`config.mk`:
```
export PLATFORM = sky130hd
export DESIGN_NAME = decimal_digit_display_layout
export DESIGN_NICKNAME = d
export VERILOG_FILES = /design/src/rtl/core/dddl_pkg.sv /design/src/rtl/core/decimal_digit_display_layout.sv /design/src/rtl/core/dddl_bcd_conv.sv /design/src/rtl/core/dddl_place.sv
export SDC_FILE = /design/constraint.sdc
export NUM_CORES = 1
export LEC_CHECK = 0
export BUFFER_PORTS_ARGS = -buffer_cell sky130_fd_sc_hd__buf_2
export CAP_MARGIN = 20
export CORE_ASPECT_RATIO = 0.9
export CORE_MARGIN = 5
export CORE_UTILIZATION = 35
export DETAILED_ROUTE_END_ITERATION = 10
export GPL_TIMING_DRIVEN = 0
export PLACE_DENSITY = 0.5
export RECOVER_POWER = 50
export SLEW_MARGIN = 20
export SYNTH_ARGS = -nofsm -noshare
export SYNTH_HDL_FRONTEND = slang
export SYNTH_SLANG_ARGS = --single-unit
```
`constraint.sdc`:
```
create_clock -name clock -period 8.15 [get_ports clock]
set_clock_uncertainty 0.1 [all_clocks]
set_input_delay 1.63 -clock clock [delete_from_list [all_inputs] [get_ports clock]]
set_output_delay 1.63 -clock clock [all_outputs]
set_load 0.005 [all_outputs]
```
`src/rtl/core/dddl_pkg.sv`:
```
// Shared types, constants and helper functions of the decimal digit layout block.
// No dependencies; imported by the top level, dddl_bcd_conv and dddl_place.
package dddl_pkg;

   localparam int BIN_W      = 30;
   localparam int STEP_W     = $clog2(BIN_W);
   localparam int BCD_DIGITS = 9;
   localparam int CNT_W      = 5;
   localparam int PITCH_W    = 18;
   localparam int TOT_W      = 24;
   localparam int ANC_W      = 17;
   localparam int X_W        = 28;
   localparam int OUT_X_W    = 24;
   localparam int CSR_W      = 24;
   localparam int CSR_IDX_W  = 3;

   localparam logic signed [X_W-1:0] X_MAX = X_W'(8388607);
   localparam logic signed [X_W-1:0] X_MIN = -X_W'(8388608);

   typedef logic [BCD_DIGITS-1:0][3:0] bcd_type;

   typedef enum logic [CSR_IDX_W-1:0] {
      CSR_MAX_DIGITS     = 3'd0,
      CSR_MIN_DIGITS     = 3'd1,
      CSR_ALIGN_MODE     = 3'd2,
      CSR_ORIGIN_X       = 3'd3,
      CSR_DIGIT_WIDTH    = 3'd4,
      CSR_DIGIT_SPACING  = 3'd5,
      CSR_ANCHOR_FRACTION = 3'd6
   } csr_index_type;

   typedef enum logic [1:0] {
      ALIGN_LEFT   = 2'd0,
      ALIGN_CENTRE = 2'd1,
      ALIGN_RIGHT  = 2'd2
   } align_type;

   typedef enum logic [2:0] {
      ST_IDLE,
      ST_CONVERT,
      ST_COUNT,
      ST_TOTAL,
      ST_PLACE,
      ST_EMIT
   } state_type;

   typedef struct packed {
      logic load_total;
      logic load_start;
      logic step;
   } place_ctl_type;

   function automatic logic [BIN_W-1:0] clamp_ceiling(input logic [3:0] md);
      logic [BIN_W-1:0] c;
      case (md) inside
         4'd0, 4'd1: c = BIN_W'(9);
         4'd2:       c = BIN_W'(99);
         4'd3:       c = BIN_W'(999);
         4'd4:       c = BIN_W'(9999);
         4'd5:       c = BIN_W'(99999);
         4'd6:       c = BIN_W'(999999);
         4'd7:       c = BIN_W'(9999999);
         4'd8:       c = BIN_W'(99999999);
         default:    c = BIN_W'(999999999);
      endcase
      return c;
   endfunction

   function automatic logic [OUT_X_W-1:0] sat_x(input logic signed [X_W-1:0] x);
      logic [OUT_X_W-1:0] r;
      if (x > X_MAX) begin
         r = X_MAX[OUT_X_W-1:0];
      end else if (x < X_MIN) begin
         r = X_MIN[OUT_X_W-1:0];
      end else begin
         r = x[OUT_X_W-1:0];
      end
      return r;
   endfunction

endpackage

```
`src/rtl/core/decimal_digit_display_layout.sv`:
```
// Channel   Ports                               Moves
// req       req_valid/req_ready                 one value per transfer
// rsp       rsp_valid/rsp_ready                 one digit slot per transfer
// csr       csr_write_enable/index/write_data   one register write, no wait
//
// An item passes through these steps, n being the shown digit count (1..16): the
// value is taken, converted in the serial BCD converter, laid out in the count,
// total and place states, and its n slots are then emitted one per transfer.
// Reset is synchronous; the registers return to their reset values and the shown count of the history clears to zero.
// A stalled rsp holds the sequencer; req is taken once the last slot is loaded.
// Top level of the digit layout block; uses dddl_pkg, dddl_bcd_conv, dddl_place.
module decimal_digit_display_layout import dddl_pkg::*; #(
   parameter int DIGIT_SLOTS = 16
) (
   input  logic                      clock,
   input  logic                      reset,
   input  logic                      req_valid,
   output logic                      req_ready,
   input  logic signed [31:0]        req_number_in,
   output logic                      rsp_valid,
   input  logic                      rsp_ready,
   output logic [3:0]                rsp_slot_index,
   output logic [3:0]                rsp_digit_value,
   output logic                      rsp_digit_changed,
   output logic signed [OUT_X_W-1:0] rsp_x_position,
   output logic [CNT_W-1:0]          rsp_shown_count,
   output logic                      rsp_last_digit,
   input  logic                      csr_write_enable,
   input  logic [CSR_IDX_W-1:0]      csr_index,
   input  logic [CSR_W-1:0]          csr_write_data
);

   localparam int SHOWN_CAP = (DIGIT_SLOTS < 16) ? DIGIT_SLOTS : 16;
   localparam int SLOT_AW   = $clog2(DIGIT_SLOTS);

   logic [3:0]                max_digits_ff;
   logic [4:0]                min_digits_ff;
   logic [1:0]                align_mode_ff;
   logic signed [OUT_X_W-1:0] origin_x_ff;
   logic [15:0]               digit_width_ff;
   logic signed [15:0]        digit_spacing_ff;
   logic [8:0]                anchor_fraction_ff;

   state_type        state_ff, state_in;
   logic             conv_start, conv_done, load_count, load_out, is_last;
   logic             out_free;
   place_ctl_type    place_ctl;
   bcd_type          bcd;
   logic [BIN_W-1:0] ceiling, clamped;
   logic [CNT_W-1:0] len, mind, count_ff, count_in;
   logic [3:0]       slot_ff, slot_in, fr_ff, fr_in;
   logic [3:0]       digit_sel, prev_digit;
   logic             changed;
   logic [CNT_W-1:0] prev_count_ff, prev_count_in;
   logic [3:0]       prev_digit_ff [DIGIT_SLOTS];
   logic signed [X_W-1:0] x_cur;

   logic                      rsp_valid_ff, rsp_valid_in;
   logic [3:0]                rsp_slot_ff, rsp_digit_ff;
   logic                      rsp_changed_ff, rsp_last_ff;
   logic [OUT_X_W-1:0]        rsp_x_ff;
   logic [CNT_W-1:0]          rsp_count_ff;

   always_ff @(posedge clock) begin
      if (reset) begin
         max_digits_ff      <= 4'd9;
         min_digits_ff      <= 5'd1;
         align_mode_ff      <= ALIGN_LEFT;
         origin_x_ff        <= '0;
         digit_width_ff     <= '0;
         digit_spacing_ff   <= '0;
         anchor_fraction_ff <= '0;
      end else if (csr_write_enable) begin
         case (csr_index)
            CSR_MAX_DIGITS:      max_digits_ff      <= csr_write_data[3:0];
            CSR_MIN_DIGITS:      min_digits_ff      <= csr_write_data[4:0];
            CSR_ALIGN_MODE:      align_mode_ff      <= csr_write_data[1:0];
            CSR_ORIGIN_X:        origin_x_ff        <= csr_write_data;
            CSR_DIGIT_WIDTH:     digit_width_ff     <= csr_write_data[15:0];
            CSR_DIGIT_SPACING:   digit_spacing_ff   <= csr_write_data[15:0];
            CSR_ANCHOR_FRACTION: anchor_fraction_ff <= csr_write_data[8:0];
            default: ;
         endcase
      end
   end

   assign ceiling = clamp_ceiling(max_digits_ff);

   always_comb begin
      if (req_number_in[31]) begin
         clamped = '0;
      end else if (req_number_in[30:0] > {1'b0, ceiling}) begin
         clamped = ceiling;
      end else begin
         clamped = req_number_in[BIN_W-1:0];
      end
   end

   dddl_bcd_conv u_conv (
      .clock (clock),
      .reset (reset),
      .start (conv_start),
      .value (clamped),
      .done  (conv_done),
      .bcd   (bcd)
   );

   dddl_place u_place (
      .clock           (clock),
      .ctl             (place_ctl),
      .count           (count_ff),
      .origin_x        (origin_x_ff),
      .digit_width     (digit_width_ff),
      .digit_spacing   (digit_spacing_ff),
      .anchor_fraction (anchor_fraction_ff),
      .align_mode      (align_mode_ff),
      .x               (x_cur)
   );

   always_comb begin
      len = CNT_W'(1);
      for (int i = 0; i < BCD_DIGITS; i++) begin
         if (bcd[i] != 4'd0) begin
            len = CNT_W'(i + 1);
         end
      end
   end

   always_comb begin
      if (min_digits_ff == '0) begin
         mind = CNT_W'(1);
      end else if (min_digits_ff > CNT_W'(SHOWN_CAP)) begin
         mind = CNT_W'(SHOWN_CAP);
      end else begin
         mind = min_digits_ff;
      end
   end

   assign out_free   = !rsp_valid_ff || rsp_ready;
   assign is_last    = ({1'b0, slot_ff} + CNT_W'(1)) == count_ff;
   assign digit_sel  = (fr_ff < 4'(BCD_DIGITS)) ? bcd[fr_ff] : 4'd0;
   assign prev_digit = prev_digit_ff[SLOT_AW'(slot_ff)];
   assign changed    = ({1'b0, slot_ff} >= prev_count_ff) || (prev_digit != digit_sel);

   always_comb begin
      state_in = state_ff;
      case (state_ff)
         ST_IDLE:    if (req_valid) state_in = ST_CONVERT;
         ST_CONVERT: if (conv_done) state_in = ST_COUNT;
         ST_COUNT:   state_in = ST_TOTAL;
         ST_TOTAL:   state_in = ST_PLACE;
         ST_PLACE:   state_in = ST_EMIT;
         ST_EMIT:    if (out_free && is_last) state_in = ST_IDLE;
         default:    state_in = ST_IDLE;
      endcase
   end

   always_comb begin
      req_ready            = (state_ff == ST_IDLE);
      conv_start           = req_ready && req_valid;
      load_count           = (state_ff == ST_COUNT);
      load_out             = (state_ff == ST_EMIT) && out_free;
      place_ctl.load_total = (state_ff == ST_TOTAL);
      place_ctl.load_start = (state_ff == ST_PLACE);
      place_ctl.step       = load_out;
   end

   always_comb begin
      count_in      = count_ff;
      slot_in       = slot_ff;
      fr_in         = fr_ff;
      prev_count_in = prev_count_ff;
      if (load_count) begin
         count_in = (len > mind) ? len : mind;
      end
      if (place_ctl.load_start) begin
         slot_in = '0;
         fr_in   = 4'(count_ff - CNT_W'(1));
      end else if (load_out) begin
         slot_in = slot_ff + 4'd1;
         fr_in   = fr_ff - 4'd1;
      end
      if (load_out && is_last) begin
         prev_count_in = count_ff;
      end
   end

   assign rsp_valid_in = load_out || (rsp_valid_ff && !rsp_ready);

   always_ff @(posedge clock) begin
      if (reset) begin
         state_ff      <= ST_IDLE;
         prev_count_ff <= '0;
         rsp_valid_ff  <= 1'b0;
      end else begin
         state_ff      <= state_in;
         prev_count_ff <= prev_count_in;
         rsp_valid_ff  <= rsp_valid_in;
      end
   end

   always_ff @(posedge clock) begin
      count_ff <= count_in;
      slot_ff  <= slot_in;
      fr_ff    <= fr_in;
      if (load_out) begin
         rsp_slot_ff    <= slot_ff;
         rsp_digit_ff   <= digit_sel;
         rsp_changed_ff <= changed;
         rsp_x_ff       <= sat_x(x_cur);
         rsp_count_ff   <= count_ff;
         rsp_last_ff    <= is_last;
      end
   end

   always_ff @(posedge clock) begin
      if (load_out) begin
         prev_digit_ff[SLOT_AW'(slot_ff)] <= digit_sel;
      end
   end

   assign rsp_valid         = rsp_valid_ff;
   assign rsp_slot_index    = rsp_slot_ff;
   assign rsp_digit_value   = rsp_digit_ff;
   assign rsp_digit_changed = rsp_changed_ff;
   assign rsp_x_position    = rsp_x_ff;
   assign rsp_shown_count   = rsp_count_ff;
   assign rsp_last_digit    = rsp_last_ff;

endmodule

```
`src/rtl/core/dddl_bcd_conv.sv`:
```
// Bit-serial binary to BCD converter (shift and add-3), one input bit per cycle.
// Depends on dddl_pkg.
module dddl_bcd_conv import dddl_pkg::*; (
   input  logic             clock,
   input  logic             reset,
   input  logic             start,
   input  logic [BIN_W-1:0] value,
   output logic             done,
   output bcd_type          bcd
);

   logic [BIN_W-1:0]  bin_ff, bin_in;
   bcd_type           bcd_ff, bcd_in, adj;
   logic [4*BCD_DIGITS-1:0] adj_bits;
   logic [STEP_W-1:0] cnt_ff, cnt_in;
   logic              busy_ff, busy_in;

   assign done     = busy_ff && (cnt_ff == STEP_W'(BIN_W - 1));
   assign bcd      = bcd_ff;
   assign adj_bits = adj;

   always_comb begin
      for (int i = 0; i < BCD_DIGITS; i++) begin
         adj[i] = (bcd_ff[i] >= 4'd5) ? bcd_ff[i] + 4'd3 : bcd_ff[i];
      end
   end

   always_comb begin
      busy_in = busy_ff;
      cnt_in  = cnt_ff;
      bin_in  = bin_ff;
      bcd_in  = bcd_ff;
      if (start) begin
         busy_in = 1'b1;
         cnt_in  = '0;
         bin_in  = value;
         bcd_in  = '0;
      end else if (busy_ff) begin
         busy_in = !done;
         cnt_in  = cnt_ff + 1'b1;
         bin_in  = {bin_ff[BIN_W-2:0], 1'b0};
         bcd_in  = {adj_bits[4*BCD_DIGITS-2:0], bin_ff[BIN_W-1]};
      end
   end

   always_ff @(posedge clock) begin
      if (reset) begin
         busy_ff <= 1'b0;
         cnt_ff  <= '0;
      end else begin
         busy_ff <= busy_in;
         cnt_ff  <= cnt_in;
      end
   end

   always_ff @(posedge clock) begin
      bin_ff <= bin_in;
      bcd_ff <= bcd_in;
   end

endmodule

```
`src/rtl/core/dddl_place.sv`:
```
// Layout arithmetic: row width, start position by alignment, anchor offset and
// per-slot stepping of the x position. Depends on dddl_pkg.
module dddl_place import dddl_pkg::*; (
   input  logic                      clock,
   input  place_ctl_type             ctl,
   input  logic [CNT_W-1:0]          count,
   input  logic signed [OUT_X_W-1:0] origin_x,
   input  logic [15:0]               digit_width,
   input  logic signed [15:0]        digit_spacing,
   input  logic [8:0]                anchor_fraction,
   input  logic [1:0]                align_mode,
   output logic signed [X_W-1:0]     x
);

   logic signed [PITCH_W-1:0] pitch;
   logic signed [TOT_W-1:0]   span;
   logic signed [TOT_W-1:0]   total_ff, total_in;
   logic [24:0]               anchor_prod;
   logic [ANC_W-1:0]          anchor_ff, anchor_in;
   logic signed [TOT_W-1:0]   shift_amt;
   logic signed [X_W-1:0]     x_ff, x_in;

   assign pitch       = $signed({2'b00, digit_width}) + PITCH_W'(digit_spacing);
   assign span        = $signed({1'b0, count}) * pitch;
   assign anchor_prod = digit_width * anchor_fraction;
   assign x           = x_ff;

   always_comb begin
      case (align_mode)
         ALIGN_CENTRE: shift_amt = total_ff >>> 1;
         ALIGN_RIGHT:  shift_amt = total_ff;
         default:      shift_amt = '0;
      endcase
   end

   always_comb begin
      total_in  = total_ff;
      anchor_in = anchor_ff;
      x_in      = x_ff;
      if (ctl.load_total) begin
         total_in  = span - TOT_W'(digit_spacing);
         anchor_in = anchor_prod[24:8];
      end
      if (ctl.load_start) begin
         x_in = X_W'(origin_x) - X_W'(shift_amt) + $signed(X_W'(anchor_ff));
      end else if (ctl.step) begin
         x_in = x_ff + X_W'(pitch);
      end
   end

   always_ff @(posedge clock) begin
      total_ff  <= total_in;
      anchor_ff <= anchor_in;
      x_ff      <= x_in;
   end

endmodule

```
# Word-level counts from Yosys, hierarchy flattened
# Memories as Yosys holds them, arrays and structs flattened. A register that Yosys moved wholly into a read port is not among the register bits.
# Cells that the tools add are included.
# Widths: inputs -> output; s select.
[word_totals]
ram_bits = 64
ff_bits = 278
mem_count = 1
output_inout_bits = 41
[op_classes]
n_addsub = 19
reduce_logical = 36
mul = 2
mux = 51
n_lt_le_gt_ge = 17
eq_ne = 27
[mem_list]
columns = ["name", "depth", "word_bits", "read_ports", "rd_clocked_by_memory_dff", "wr", "line_no", "rtl"]
rows = [
  ["prev_digit_ff", 16, 4, 1, 1, 1, "decimal_digit_display_layout.sv:55", "logic [3:0] prev_digit_ff [DIGIT_SLOTS];"],
]
[ops]
columns = ["operator", "n"]
rows = [
  ["$mux 30", 12],
  ["$add 28x18->28", 2],
  ["$mux 28", 2],
  ["$mux 4", 14],
  ["$mux 5", 10],
  ["$pmux 24 s2", 1],
  ["$ge 4x3->1 const B", 9],
  ["$add 4x2->4 const B", 8],
  ["$reduce_bool 4->1", 8],
  ["$gt 31x30->1", 1],
  ["$gt 28x24->1 const B", 1],
  ["$lt 28x24->1 const B", 1],
  ["$mul 16x9->25", 1],
  ["$sub 24x24->25", 1],
  ["$mul 6x18->24", 1],
  ["$mux 24", 1],
  ["$sub 24x16->24", 1],
  ["$add 17x16->18", 1],
  ["$pmux 3 s6", 1],
  ["$bmux 4 s4", 1],
  ["$eq 4x3->1 const B", 4],
  ["$eq 3x3->1 const B", 5],
  ["$reduce_and 2->1", 7],
  ["$eq 3x2->1 const B", 4],
  ["33 further kinds", 55],
]

# Longest topological paths before layout
# Gate-level depths: netlist of run 1.
[logic_depth]
depth_word = 13
depth_mapped = 28
ltp_nobuf = 28

# Hierarchy
# Synthesis of run 1 repeated with hierarchy kept, for this count alone.
[unflattened]
cells_unflattened = 2901
hier_area_um2 = 28098.2
[modules_own_cells]
columns = ["module", "cells_each", "seq_area_each_um2", "area_each_um2", "n_inst"]
rows = [
  ["dddl_place", 1623, 2072.0, 14538.9, 1],
  ["decimal_digit_display_layout", 918, 5225.0, 9778.1, 1],
  ["dddl_bcd_conv", 360, 1741.7, 3781.1, 1],
]

# Worst setup path before layout of run 1
# OpenSTA, ideal clock, no wires.
[synth_path]
path_kind = "register to register"
from = "register digit_spacing_ff[0]"
to = "register u_place.total_ff[23], data pin"
arrival_time_ns = 6.124
slack_ns = 1.668
required_time_ns = 7.792
setup_time_ns = 0.258
stages_incl_launch_ff = 28
period_less_slack_ns = 6.482
cell_sequence = "dfxtp_1 > ha_1 > fa_1 > a21o_1 > a21oi_1 > o21ai_0 > a21oi_1 > o21ai_0 > o21ai_0 > o21bai_1 > a21oi_1 > xnor2_1 > and2_1 > fa_1 > fa_1 > fa_1 > inv_1 > fa_1 > inv_1 > ha_1 > a21o_1 > a21oi_1 > inv_1 > a21oi_1 > o21ai_1 > a21o_1 > a21o_1 > xnor2_1"
[synth_via]
elab_chain_len = 3
[synth_lines]
columns = ["item", "line_no", "rtl"]
rows = [
  ["start, declared", "decimal_digit_display_layout.sv:41", "logic signed [15:0] digit_spacing_ff;"],
  ["start signal, assigned", "decimal_digit_display_layout.sv:80", "CSR_DIGIT_SPACING: digit_spacing_ff <= csr_write_data[15:0];"],
  ["$add 17x16->18", "dddl_place.sv:23", "assign pitch = $signed({2'b00, digit_width}) + PITCH_W'(digit_spacing);"],
  ["$mul 6x18->24", "dddl_place.sv:24", "assign span = $signed({1'b0, count}) * pitch;"],
  ["$sub 24x16->24 (*)", "dddl_place.sv:41", "total_in = span - TOT_W'(digit_spacing);"],
  ["end signal, assigned", "dddl_place.sv:52", "total_ff <= total_in;"],
  ["end, declared", "dddl_place.sv:17", "logic signed [TOT_W-1:0] total_ff, total_in;"],
]
# Mark *: on every way between the ends. The rest lies on a longest branch, timed or not.
# A chain may end at the register's enable or synchronous reset.

# Final worst setup path of run 1
# Same ends and word-level chain as after synthesis.

==> out/metrics.yaml, run 1 <==
synth:
  netlist.top_cell.by_area: "edfxtp_1"
  syn_area_per_cell_sq_um: 9.52
  async_flop_share_pct: 0
  synthSimpleGateAreaFrac_pct: 15.1
  synth_xor_area_share_pct: 4.87
  synth_edf_count: 211
  synth_warnings: 0
  synthAdderAreaFrac_pct: 24.0
  seq_area_frac_synth_pct: 32.9
  synth_top_family_by_area: "adder cells"
  synthDominantCellAreaShare_pct: 23.1
  synth_compound_area_share_pct: 13.1
  synthTopCellsByArea: "edfxtp_1 23%, fa_1 13%, ha_1 11%"
  ys_ff_latch: 346
  synth_ff_type: "edfxtp_1"
  synth.area.mux_share_pct: 4.43
  ys_types: 81
  netlist_instances: 2888
  synth_nets: 3371
  syn_area_sq_um: 27500
global_routing:
  grt_overflow: 0
  grtUsageMet2_pct: 29.3
  grt_pass1_wl_um: 122000
  antenna_found_initial: 4
  grt_pass1_vias: 21500
  gr-max-usage-layer: "met2"
  grt_max_degree: 43
  grtUsageMet3_pct: 2.68
  track_usage_pct: 18.2
  met1_usage_pct: 25.9
worst_setup_path:
  worstPathMaxFanout: 6
  end_kind: "flip-flop"
  path_class: "reg -> reg"
  arrival_ps: 7820
  required_ps: 8390
  critPathLaunchType: "flip-flop"
placement:
  io_buffer_count: 103
  dpl_worst_slack_ps: 672
  hpwlAfterDp_um: 62000
  placed_cell_area_sq_um: 29400
  finalWeightedCongestion: 0.896
timing:
  finalHoldViolations: 0
  finalCritPeriodShare_pct: 93.0
  fmax_mhz: 132
  max_slew_margin_pct: -46.5
  rsz0062_at_grt: "no"
  drv_slew: 88
  period_minus_slack_ps: 7580
  finalSetupViolCount: 0
  fin_tns_setup_ps: 0
  setup_ws_ps: 570
  worst_pin_slew_ps: 2200
detailed_routing:
  first_iter_violations: 1360
  drc: 0
  dr_total_vias: 21000
  routedWlPerCell_um: 18.8
  dr.pass1.iters: 5
  totalWireLength_um: 77600
  drtAntennaViolNets: 0
  via_per_inst: 5.10
clock_network:
  cts.clk_slew.worst_paths_ps: 60
  clockRootBuffer: "clkbuf_16"
  clock_sinks: 346
  cts_tree: "built"
  ctsLongestPathBuffers: 3
  h-tree-depth: 2
  ctsHoldBuffers: 0
  cts_buffers: 44
  post_cts_resize_count: 0
  cts_setup_buffers: 0
  clk-insertion-delay-late_ps: 590
worst_hold_path:
  hp-class: "reg -> reg"
floorplanning:
  start_util_pct: 35.3
  ios: 105
  fp-row-count: 97
  die-area_sq_um: 84200
  fp.dieH_um: 276
  core_sq_um: 77900
  die_w_um: 305
finish:
  nNetsFinal: 3528
  postLayoutCoreUtil_pct: 39.6
  layout_commonest_cell: "nand2_1"
  syn_to_final_growth_pct: 12.3
  layout_common_cells: "395 x nand2_1, 286 x inv_1, 240 x ha_1, 213 x a21oi_1, 211 x edfxtp_1"
  drive_gt1_share_pct: 7.50
  final_cell_area_sq_um: 30900
power_and_ir_drop:
  ir_drop_mv: 0.119
  p_leak_uw: 0.0133
  p_per_area_nw_per_um2: 197
  p_total_uw: 6070
status:
  violations: "capacitance limit, slew limit"
  status: "finished with violations"
run:
  cap_violations: 4
## per-layer routing
metal / share of wire (%) / up-vias
met5: 0.050 / -
met4: 2.7 / 6
met3: 4.7 / 113
met2: 45 / 459
met1: 48 / 10300
li1: - / 10200
## flip-flops by register name, summed over array words and instances, names as in the netlist, 5 cells and up, named ones only
register,count
prev_digit_ff,64
u_conv.bcd,36
u_conv.bin_ff,30
u_place.x,28
origin_x_ff,24
rsp_x_position,24
u_place.total_ff,24
u_place.anchor_ff,17
digit_spacing_ff,16
digit_width_ff,16
anchor_fraction_ff,9
count_ff,5
min_digits_ff,5
prev_count_ff,5
rsp_shown_count,5
u_conv.cnt_ff,5
## logic make-up after synthesis
logic type | after synthesis
and+or+nand+nor | 888
AOI/OAI and AO/OA | 580
adders and majority gates | 419
buffers and inverters | 415
DFF | 346
xor gates and xnor gates | 152
muxes | 88
## path summary, 6_finish.rpt
path	start	to	slack [ps]	depth (start not counted)
max reg2reg	digit_spacing_ff[0]	u_place.total_ff[23]	570	27
min	origin_x_ff[0]	origin_x_ff[0]	360	2
max	digit_spacing_ff[0]	u_place.total_ff[23]	570	27
min reg2reg	origin_x_ff[0]	origin_x_ff[0]	360	2
## critical path, stage by stage, from the launching register on
cell and delay, ps:
dfxtp_1 350, ha_1 240, fa_1 400, a21o_1 190, a21oi_1 270, o21ai_0 160, a21oi_1 230, o21ai_0 180
o21ai_0 420, o21bai_1 110, a21oi_1 190, xnor2_1 370, and2_1 240, fa_1 450, fa_1 500, fa_1 560
inv_1 70, fa_1 530, inv_1 40, ha_1 340, a21o_1 170, a21oi_1 140, inv_1 70, a21oi_1 370
o21ai_1 150, a21o_1 190, a21o_1 180, xnor2_1 120
## where the power goes
part           internal (uW)  leakage, uW  total (uW)  switching, uW
Clock                   1240     0.000725        2060            817
Combinational            719      0.00950        1810           1090
Sequential              2100      0.00302        2200            104
Total                   4060       0.0133        6070           2010
## area by class of cell
cell class | instances | area, sq um
fill | 7730 | 47100
buffer | 127 | 493
inverter | 288 | 1080
timing repair buffer | 111 | 549
multi-input combinational | 2127 | 16900
clock buffer | 60 | 1170
clock inverter | 22 | 345
tap | 1039 | 1300
sequential | 346 | 9040
antenna | 1 | 2.50
## per-stage QoR
| step | std cells | hold slack, ps |
|---|---|---|
| floorplan | 2888 | 336 |
| global placement | 4030 | 354 |
| detailed placement | 4038 | 353 |
| CTS | 4120 | 361 |
| global route | 4121 | 375 |
| finish | 4121 | 357 |
## cells in the mapped netlist (4+ instances only)
| cell type | number |
|---|---|
| nand2_1 | 396 |
| inv_1 | 286 |
| ha_1 | 240 |
| a21oi_1 | 213 |
| edfxtp_1 | 211 |
| fa_1 | 179 |
| nor2_1 | 161 |
| dfxtp_1 | 135 |
| o21ai_0 | 128 |
| and2_1 | 114 |
| clkbuf_1 | 103 |
| xnor2_1 | 100 |
| a21o_1 | 78 |
| mux2i_1 | 54 |
| xor2_1 | 51 |
| nand3_1 | 40 |
| nor3_1 | 38 |
| nand2b_1 | 35 |
| nor2b_1 | 27 |
| mux4_2 | 26 |
| a211oi_1 | 21 |
| a22oi_1 | 21 |
| nand4_1 | 18 |
| o21a_1 | 16 |
| o21bai_1 | 14 |
| buf_1 | 13 |
| and3_1 | 11 |
| a31oi_1 | 10 |
| or3_1 | 10 |
| mux2_2 | 8 |
| nor3b_1 | 8 |
| o211ai_1 | 8 |
| o21ai_1 | 8 |
| o22ai_1 | 7 |
| a2111oi_0 | 6 |
| buf_2 | 6 |
| nor4_1 | 6 |
| o31ai_1 | 6 |
| or2_2 | 6 |
| clkbuf_2 | 4 |
| nand4b_1 | 4 |
Power figures use the tool's default switching activity.
==> inputs of run 2 (changes only) <==
- BUFFER_PORTS_ARGS: -buffer_cell sky130_fd_sc_hd__buf_2 -> not set
- CELL_PAD_IN_SITES_DETAIL_PLACEMENT: not set -> 2
- CELL_PAD_IN_SITES_GLOBAL_PLACEMENT: not set -> 2
- DONT_BUFFER_PORTS: not set -> 1
- PLACE_DENSITY: 0.5 -> 0.69
==> run 2 against run 1 <==
The run still ends with capacitance limit, slew limit left. Fmax down 3.9%. Sequential share of layout area is 0.48 points higher. Setup slack worse by 310 ps. Largest cell class unchanged. Largest power group unchanged. Die area did not move. Design area decreased by 1.6%. Sequential cell count did not move. First-iteration DRC count down 40%. Non-clock buffer count is 101 lower.
==> out/metrics.yaml, run 2 (synthesis gave the netlist of run 1 again) <==
worst_hold_path:
  hold_end: "origin_x_ff[6]"
  holdPathStages: 2  # unchanged
  hold_start: "origin_x_ff[6]"
  hp-class: "reg -> reg"
floorplanning:
  start_util_pct: 35.3  # unchanged
  die_w_um: 305  # unchanged
  fp.dieH_um: 276  # unchanged
  ios: 105  # unchanged
  die-area_sq_um: 84200  # unchanged
  core_sq_um: 77900  # unchanged
  fp-row-count: 97  # unchanged
global_routing:
  grt_max_degree: 31  # -28%
  grt_overflow: 0  # unchanged
  antenna_found_initial: 4  # unchanged
  track_usage_pct: 22.1  # +3.9 points
  grt_pass1_vias: 24200  # +13%
  grt_pass1_wl_um: 145000  # +19%
run:
  cap_violations: 4  # unchanged
worst_setup_path:
  cp-startpoint: "digit_spacing_ff[0]"
  critPathLaunchType: "flip-flop"
  path_class: "reg -> reg"
  worstPathMaxFanout: 6  # unchanged
  reg2reg_to: "u_place.total_ff[23]"
  ff2ff_path_depth: 27  # unchanged
  r2r_slack_ps: 260  # -310 ps
  r2r-start: "digit_spacing_ff[0]"
  end_kind: "flip-flop"
  required_ps: 8440  # +50 ps
  arrival_ps: 8170  # +350 ps
detailed_routing:
  dr_total_vias: 21500  # +2.1%
  drc: 0  # unchanged
  first_iter_violations: 821  # -40%
  via_per_inst: 5.34  # +4.7%
  totalWireLength_um: 94200  # +21%
  drtAntennaViolNets: 0  # unchanged
  dr.pass1.iters: 5  # unchanged
  routedWlPerCell_um: 23.4  # +24%
timing:
  period_minus_slack_ps: 7890  # +306 ps
  fin_tns_setup_ps: 0  # unchanged
  finalCritPeriodShare_pct: 96.8  # +3.8 points
  finalSetupViolCount: 0  # unchanged
  max_slew_margin_pct: -29.0  # +18 points
  timing.hold.ws_ps: 366  # +9.37 ps
  drv_slew: 80  # -9.1%
  worst_pin_slew_ps: 1930  # -270 ps
  rsz0062_at_grt: "no"
  finalHoldViolations: 0  # unchanged
  fmax_mhz: 127  # -3.9%
finish:
  largest-register: "prev_digit_ff"
  largest_reg_flops: 64  # unchanged
  drive_gt1_share_pct: 5.13  # -2.4 points
  syn_to_final_growth_pct: 10.5
  layout_common_cells: "395 x nand2_1, 286 x inv_1, 240 x ha_1, 212 x a21oi_1, 211 x edfxtp_1"
  multi_input_area_sq_um: 16900  # about the same
  fillerInstances: 8552  # +11%
  regArea_sq_um: 9040  # unchanged
  nNetsFinal: 3427  # -2.9%
  layout_commonest_cell: "nand2_1"
placement:
  finalWeightedCongestion: 0.825  # -7.9%
  io_buffer_count: 0  # -100%
  hpwlAfterDp_um: 75300  # +21%
power_and_ir_drop:
  p_per_area_nw_per_um2: 200  # +1.8%
  ir_drop_mv: 0.156  # +31%
  p_leak_uw: 0.0129  # -2.7%
clock_network:
  clk-insertion-delay-late_ps: 600  # about the same
  clockRootBuffer: "clkbuf_16"
  ctsLongestPathBuffers: 3  # unchanged
  h-tree-depth: 2  # unchanged
  cts.clk_slew.worst_paths_ps: 60  # about the same
  clock_sinks: 346  # unchanged
  cts_buffers: 44  # unchanged
  ctsHoldBuffers: 0  # unchanged
  cts_setup_buffers: 0  # unchanged
  cts_tree: "built"
status:
  violations: "capacitance limit, slew limit"
  status: "finished with violations"
[run 2: how the worst max path moves through the flow]
stage	to	slack [ps]	cells past startpoint
after floorplan	u_place.total_ff[23]	1670	27
after global placement	u_place.total_ff[23]	500	23
after detailed placement	u_place.total_ff[23]	220	23
after CTS	u_place.total_ff[23]	210	23
after global routing	u_place.total_ff[23]	3	27
final	u_place.total_ff[23]	260	27
[run 2: layout make-up]
class	count	share of cell area, %
diodes	2	0.0165
plain buffers	127	1.62
clock buffers	61	4.07
clock inverters	21	0.874
inverters	288	3.56
multi-input cells	2127	55.6
flip-flops and latches	346	29.8
well taps	1039	4.28
repair buffers	10	0.173
[run 2: routing by layer]
metal / track usage (%) / share of wire, % / vias to the layer above
met4: 6.28 / 2.9 / 2
li1: - / - / 9955
met1: 28.1 / 44 / 11100
met5: 0 / 0.0074 / -
met2: 39.3 / 49 / 292
met3: 3.40 / 3.5 / 125
[run 2: worst max-delay path, stage by stage, from the launching register on]
cell and delay (ps):
dfxtp_1 350, ha_1 240, fa_1 420, a21o_1 190
a21oi_1 320, o21ai_0 200, a21oi_1 250, o21ai_0 180
o21ai_1 350, o21bai_1 140, a21oi_1 200, xnor2_1 400
and2_1 240, fa_1 430, fa_1 490, fa_1 540
inv_1 60, fa_1 550, inv_1 50, ha_1 340
a21o_1 180, a21oi_1 150, inv_1 90, a21oi_1 330
o21ai_1 190, a21o_1 220, a21o_1 180, xnor2_1 330
[run 2: timing repair]
action / CTS / global route
setup endpoints to repair: 0 / 1
gates resized for setup: 0 / 3
endpoints found under the hold margin: 0 / 0
[run 2: power breakdown]
part           switching [uW]  leakage (uW)  internal [uW]
sequential                114       0.00302           2100
combinational            1150       0.00915            710
clock                     840      0.000723           1170
[run 2: stage by stage]
stage	instances	util (%)	worst slack [ps]	area [sq um]	total power (uW)
2_1_floorplan	2888	-	1670	27500	3490
3_3_place_gp	3927	36.9	498	28800	3990
3_5_place_dp	3937	37.1	221	28900	4120
4_1_cts	4019	39.1	210	30400	6170
5_1_grt	4019	39.0	3.29	30400	6410
6_report	4021	39.0	264	30400	6080
==> inputs of run 3 (changes only) <==
- PLACE_DENSITY: 0.69 -> 0.72
- clock period: 8.15 -> 7.1 ns (I/O delays scaled with it)
==> run 3 against run 2 <==
Sequential share of layout area shrank 0.34 points. Die area stayed put. Core utilization grew 0.45 points. Register-to-register slack got worse by 40 ps. Clock-buffer cell count decreased by 5. Combinational power up 18%. The flow still finishes with violations (capacitance limit, slew limit).
==> out/metrics.yaml, run 3 (synthesis gave the netlist of run 1 again) <==
status:
  status: "finished with violations"
  violations: "capacitance limit, slew limit"
finish:
  syn_to_final_growth_pct: 11.7
  largest_reg_flops: 64  # unchanged
  multi_input_area_sq_um: 17200  # +1.6%
  fillerInstances: 8516  # -0.42%
  nNetsFinal: 3437  # +0.29%
  largest-register: "prev_digit_ff"
  layout_commonest_cell: "nand2_1"
  regArea_sq_um: 9040  # unchanged
  fin_cells: 4029  # +0.20%
  layout_common_cells: "395 x nand2_1, 286 x inv_1, 239 x ha_1, 211 x edfxtp_1, 206 x a21oi_1"
  drive_gt1_share_pct: 6.62  # +1.5 points
worst_setup_path:
  cpLargestDelayFamily: "adder cells"
  critPathLaunchType: "flip-flop"
  crit_buf_inv: 4  # +1
  max_stage_delay_ps: 550  # about the same
  critPathSlowestCell: "fa_1"
  required_ps: 7320  # -1120 ps
  path_class: "reg -> reg"
  end_kind: "flip-flop"
  worstPathMaxFanout: 6  # unchanged
  arrival_ps: 7100  # -1070 ps
  worst_path_most_repeated_cell: "a21o_1"
timing:
  max_slew_margin_pct: -46.3  # -17 points
  finalHoldViolations: 0  # unchanged
  worst_pin_slew_ps: 2170  # +245 ps
  setup_ws_ps: 219  # -45.0 ps
  drv_slew: 96  # +20%
  finalSetupViolCount: 0  # unchanged
  period_minus_slack_ps: 6880  # -1010 ps
  fmax_mhz: 145  # +15%
  finalCritPeriodShare_pct: 96.9  # +0.16 points
clock_network:
  clk-insertion-delay-late_ps: 610  # about the same
  clockRootBuffer: "clkbuf_16"
  h-tree-depth: 2  # unchanged
  cts.clk_slew.worst_paths_ps: 60  # about the same
  clock_sinks: 346  # unchanged
  cts_tree: "built"
  ctsLongestPathBuffers: 3  # unchanged
  cts_buffers: 43  # -2.3%
global_routing:
  grt_max_degree: 32  # +3.2%
  track_usage_pct: 22.2  # +0.11 points
  grt_overflow: 0  # unchanged
  grt_pass1_wl_um: 146000  # +0.89%
  grt_pass1_vias: 24400  # +1.0%
  antenna_found_initial: 3  # -1
power_and_ir_drop:
  power_frac_clock_pct: 32.9  # -0.2 points
  ir_drop_mv: 0.151  # -3.1%
  p_per_area_nw_per_um2: 229  # +14%
  p_comb_share_pct: 31.0  # +0.5 points
  p_int_uw: 4600  # +16%
  switching_share_pct: 34.5  # about the same
  p_seq_share_pct: 36.1  # -0.3 points
  power_switching_uw: 2430  # +16%
  p_leak_uw: 0.0131  # +1.4%
placement:
  place_inst: 3935  # -0.051%
  io_buffer_count: 0  # unchanged
  finalWeightedCongestion: 0.847  # +2.7%
  hpwlAfterDp_um: 75900  # +0.79%
  dpl_worst_slack_ps: -755  # -976 ps
detailed_routing:
  first_iter_violations: 926  # +13%
  dr.pass1.iters: 5  # unchanged
  via_per_inst: 5.35  # +0.15%
  drc: 0  # unchanged
  totalWireLength_um: 95200  # +1.2%
  drtAntennaViolNets: 0  # unchanged
  dr_total_vias: 21600  # +0.34%
  routedWlPerCell_um: 23.6  # +0.96%
run:
  cap_violations: 4  # unchanged
floorplanning:
  die-area_sq_um: 84200  # unchanged
  fp-row-count: 97  # unchanged
  ios: 105  # unchanged
  start_util_pct: 35.3  # unchanged
  die_w_um: 305  # unchanged
  fp.dieH_um: 276  # unchanged
  core_sq_um: 77900  # unchanged
worst_hold_path:
  hp-class: "reg -> reg"
## run 3: cell count changes in the layout (fill, tap and decap cells not counted), sizes merged
cell      change
bufinv        +1
clkinvlp      -2
diode         -1
clkinv        +4
buf          +13
clkbuf        -7
## run 3: cell type report
cell class | instances | area share, %
flip-flops and latches | 346 | 29.4
repair buffers | 21 | 0.485
clock inverters | 24 | 0.966
multi-input cells | 2127 | 55.9
clock buffers | 56 | 3.89
inverters | 288 | 3.52
diodes | 1 | 0.00815
well taps | 1039 | 4.23
plain buffers | 127 | 1.61
## run 3: worst paths after layout
kind | from | to | slack (ps) | cells after the start
setup / recovery | digit_spacing_ff[0] | u_place.total_ff[23] | 220 | 27
hold / removal | origin_x_ff[16] | origin_x_ff[16] | 370 | 2
setup reg to reg | digit_spacing_ff[0] | u_place.total_ff[23] | 220 | 27
hold reg to reg | origin_x_ff[16] | origin_x_ff[16] | 370 | 2
## run 3: power by group through the flow
stage / registers (uW) / clock network (uW) / logic [uW]
CTS: 2540 / 2360 / 2180
global route: 2550 / 2450 / 2390
global placement: 2580 / 0 / 1980
detailed placement: 2580 / 0 / 2150
floorplan: 2520 / 0 / 1490
finish: 2540 / 2310 / 2180
## run 3: routing by layer
metal | share of wire (%) | vias to the layer above | GRT usage (%)
li1 | - | 9982 | -
met5 | 0.027 | - | 0
met2 | 49 | 284 | 39.4
met1 | 45 | 11200 | 28.7
met4 | 2.5 | 4 | 5.76
met3 | 3.2 | 132 | 3.23
## run 3: timing repair
item / 4_1_cts / 5_1_grt
endpoints found under the hold margin: 0 / 0
pin swaps: 7 / 8
gates cloned: 0 / 0
resized for setup: 20 / 27
endpoints found under the setup margin: 9 / 7
buffers inserted: 8 / 5
hold buffers: 0 / 0
## run 3: stage by stage
stage / instance area (sq um) / total power, uW / setup TNS (ps) / utilization, % / hold WS [ps]
finish: 30700 / 7030 / 0 / 39.4 / 372
global route: 30700 / 7400 / -16.1 / 39.4 / 397
CTS: 30600 / 7080 / -9.10 / 39.2 / 377
detailed placement: 28900 / 4730 / -2890 / 37.1 / 368
global placement: 28800 / 4560 / -1360 / 36.9 / 352
floorplan: 27500 / 4010 / 0 / - / 336
## run 3: worst reg2reg max path: stages, from the launching register on
cell,delay [ps]
dfxtp_1,350
ha_1,240
fa_2,390
a21o_1,230
a21oi_4,190
o21ai_2,120
a21oi_2,170
o21ai_1,140
o21ai_2,130
buf_4,160
xnor2_4,170
and2_1,200
fa_1,470
fa_1,490
fa_1,550
inv_1,60
fa_1,550
inv_1,50
ha_1,360
a21o_1,220
a21o_1,190
a21oi_1,170
inv_1,110
a21oi_4,160
o21ai_1,130
a21o_1,190
a21o_1,200
xnor2_2,160
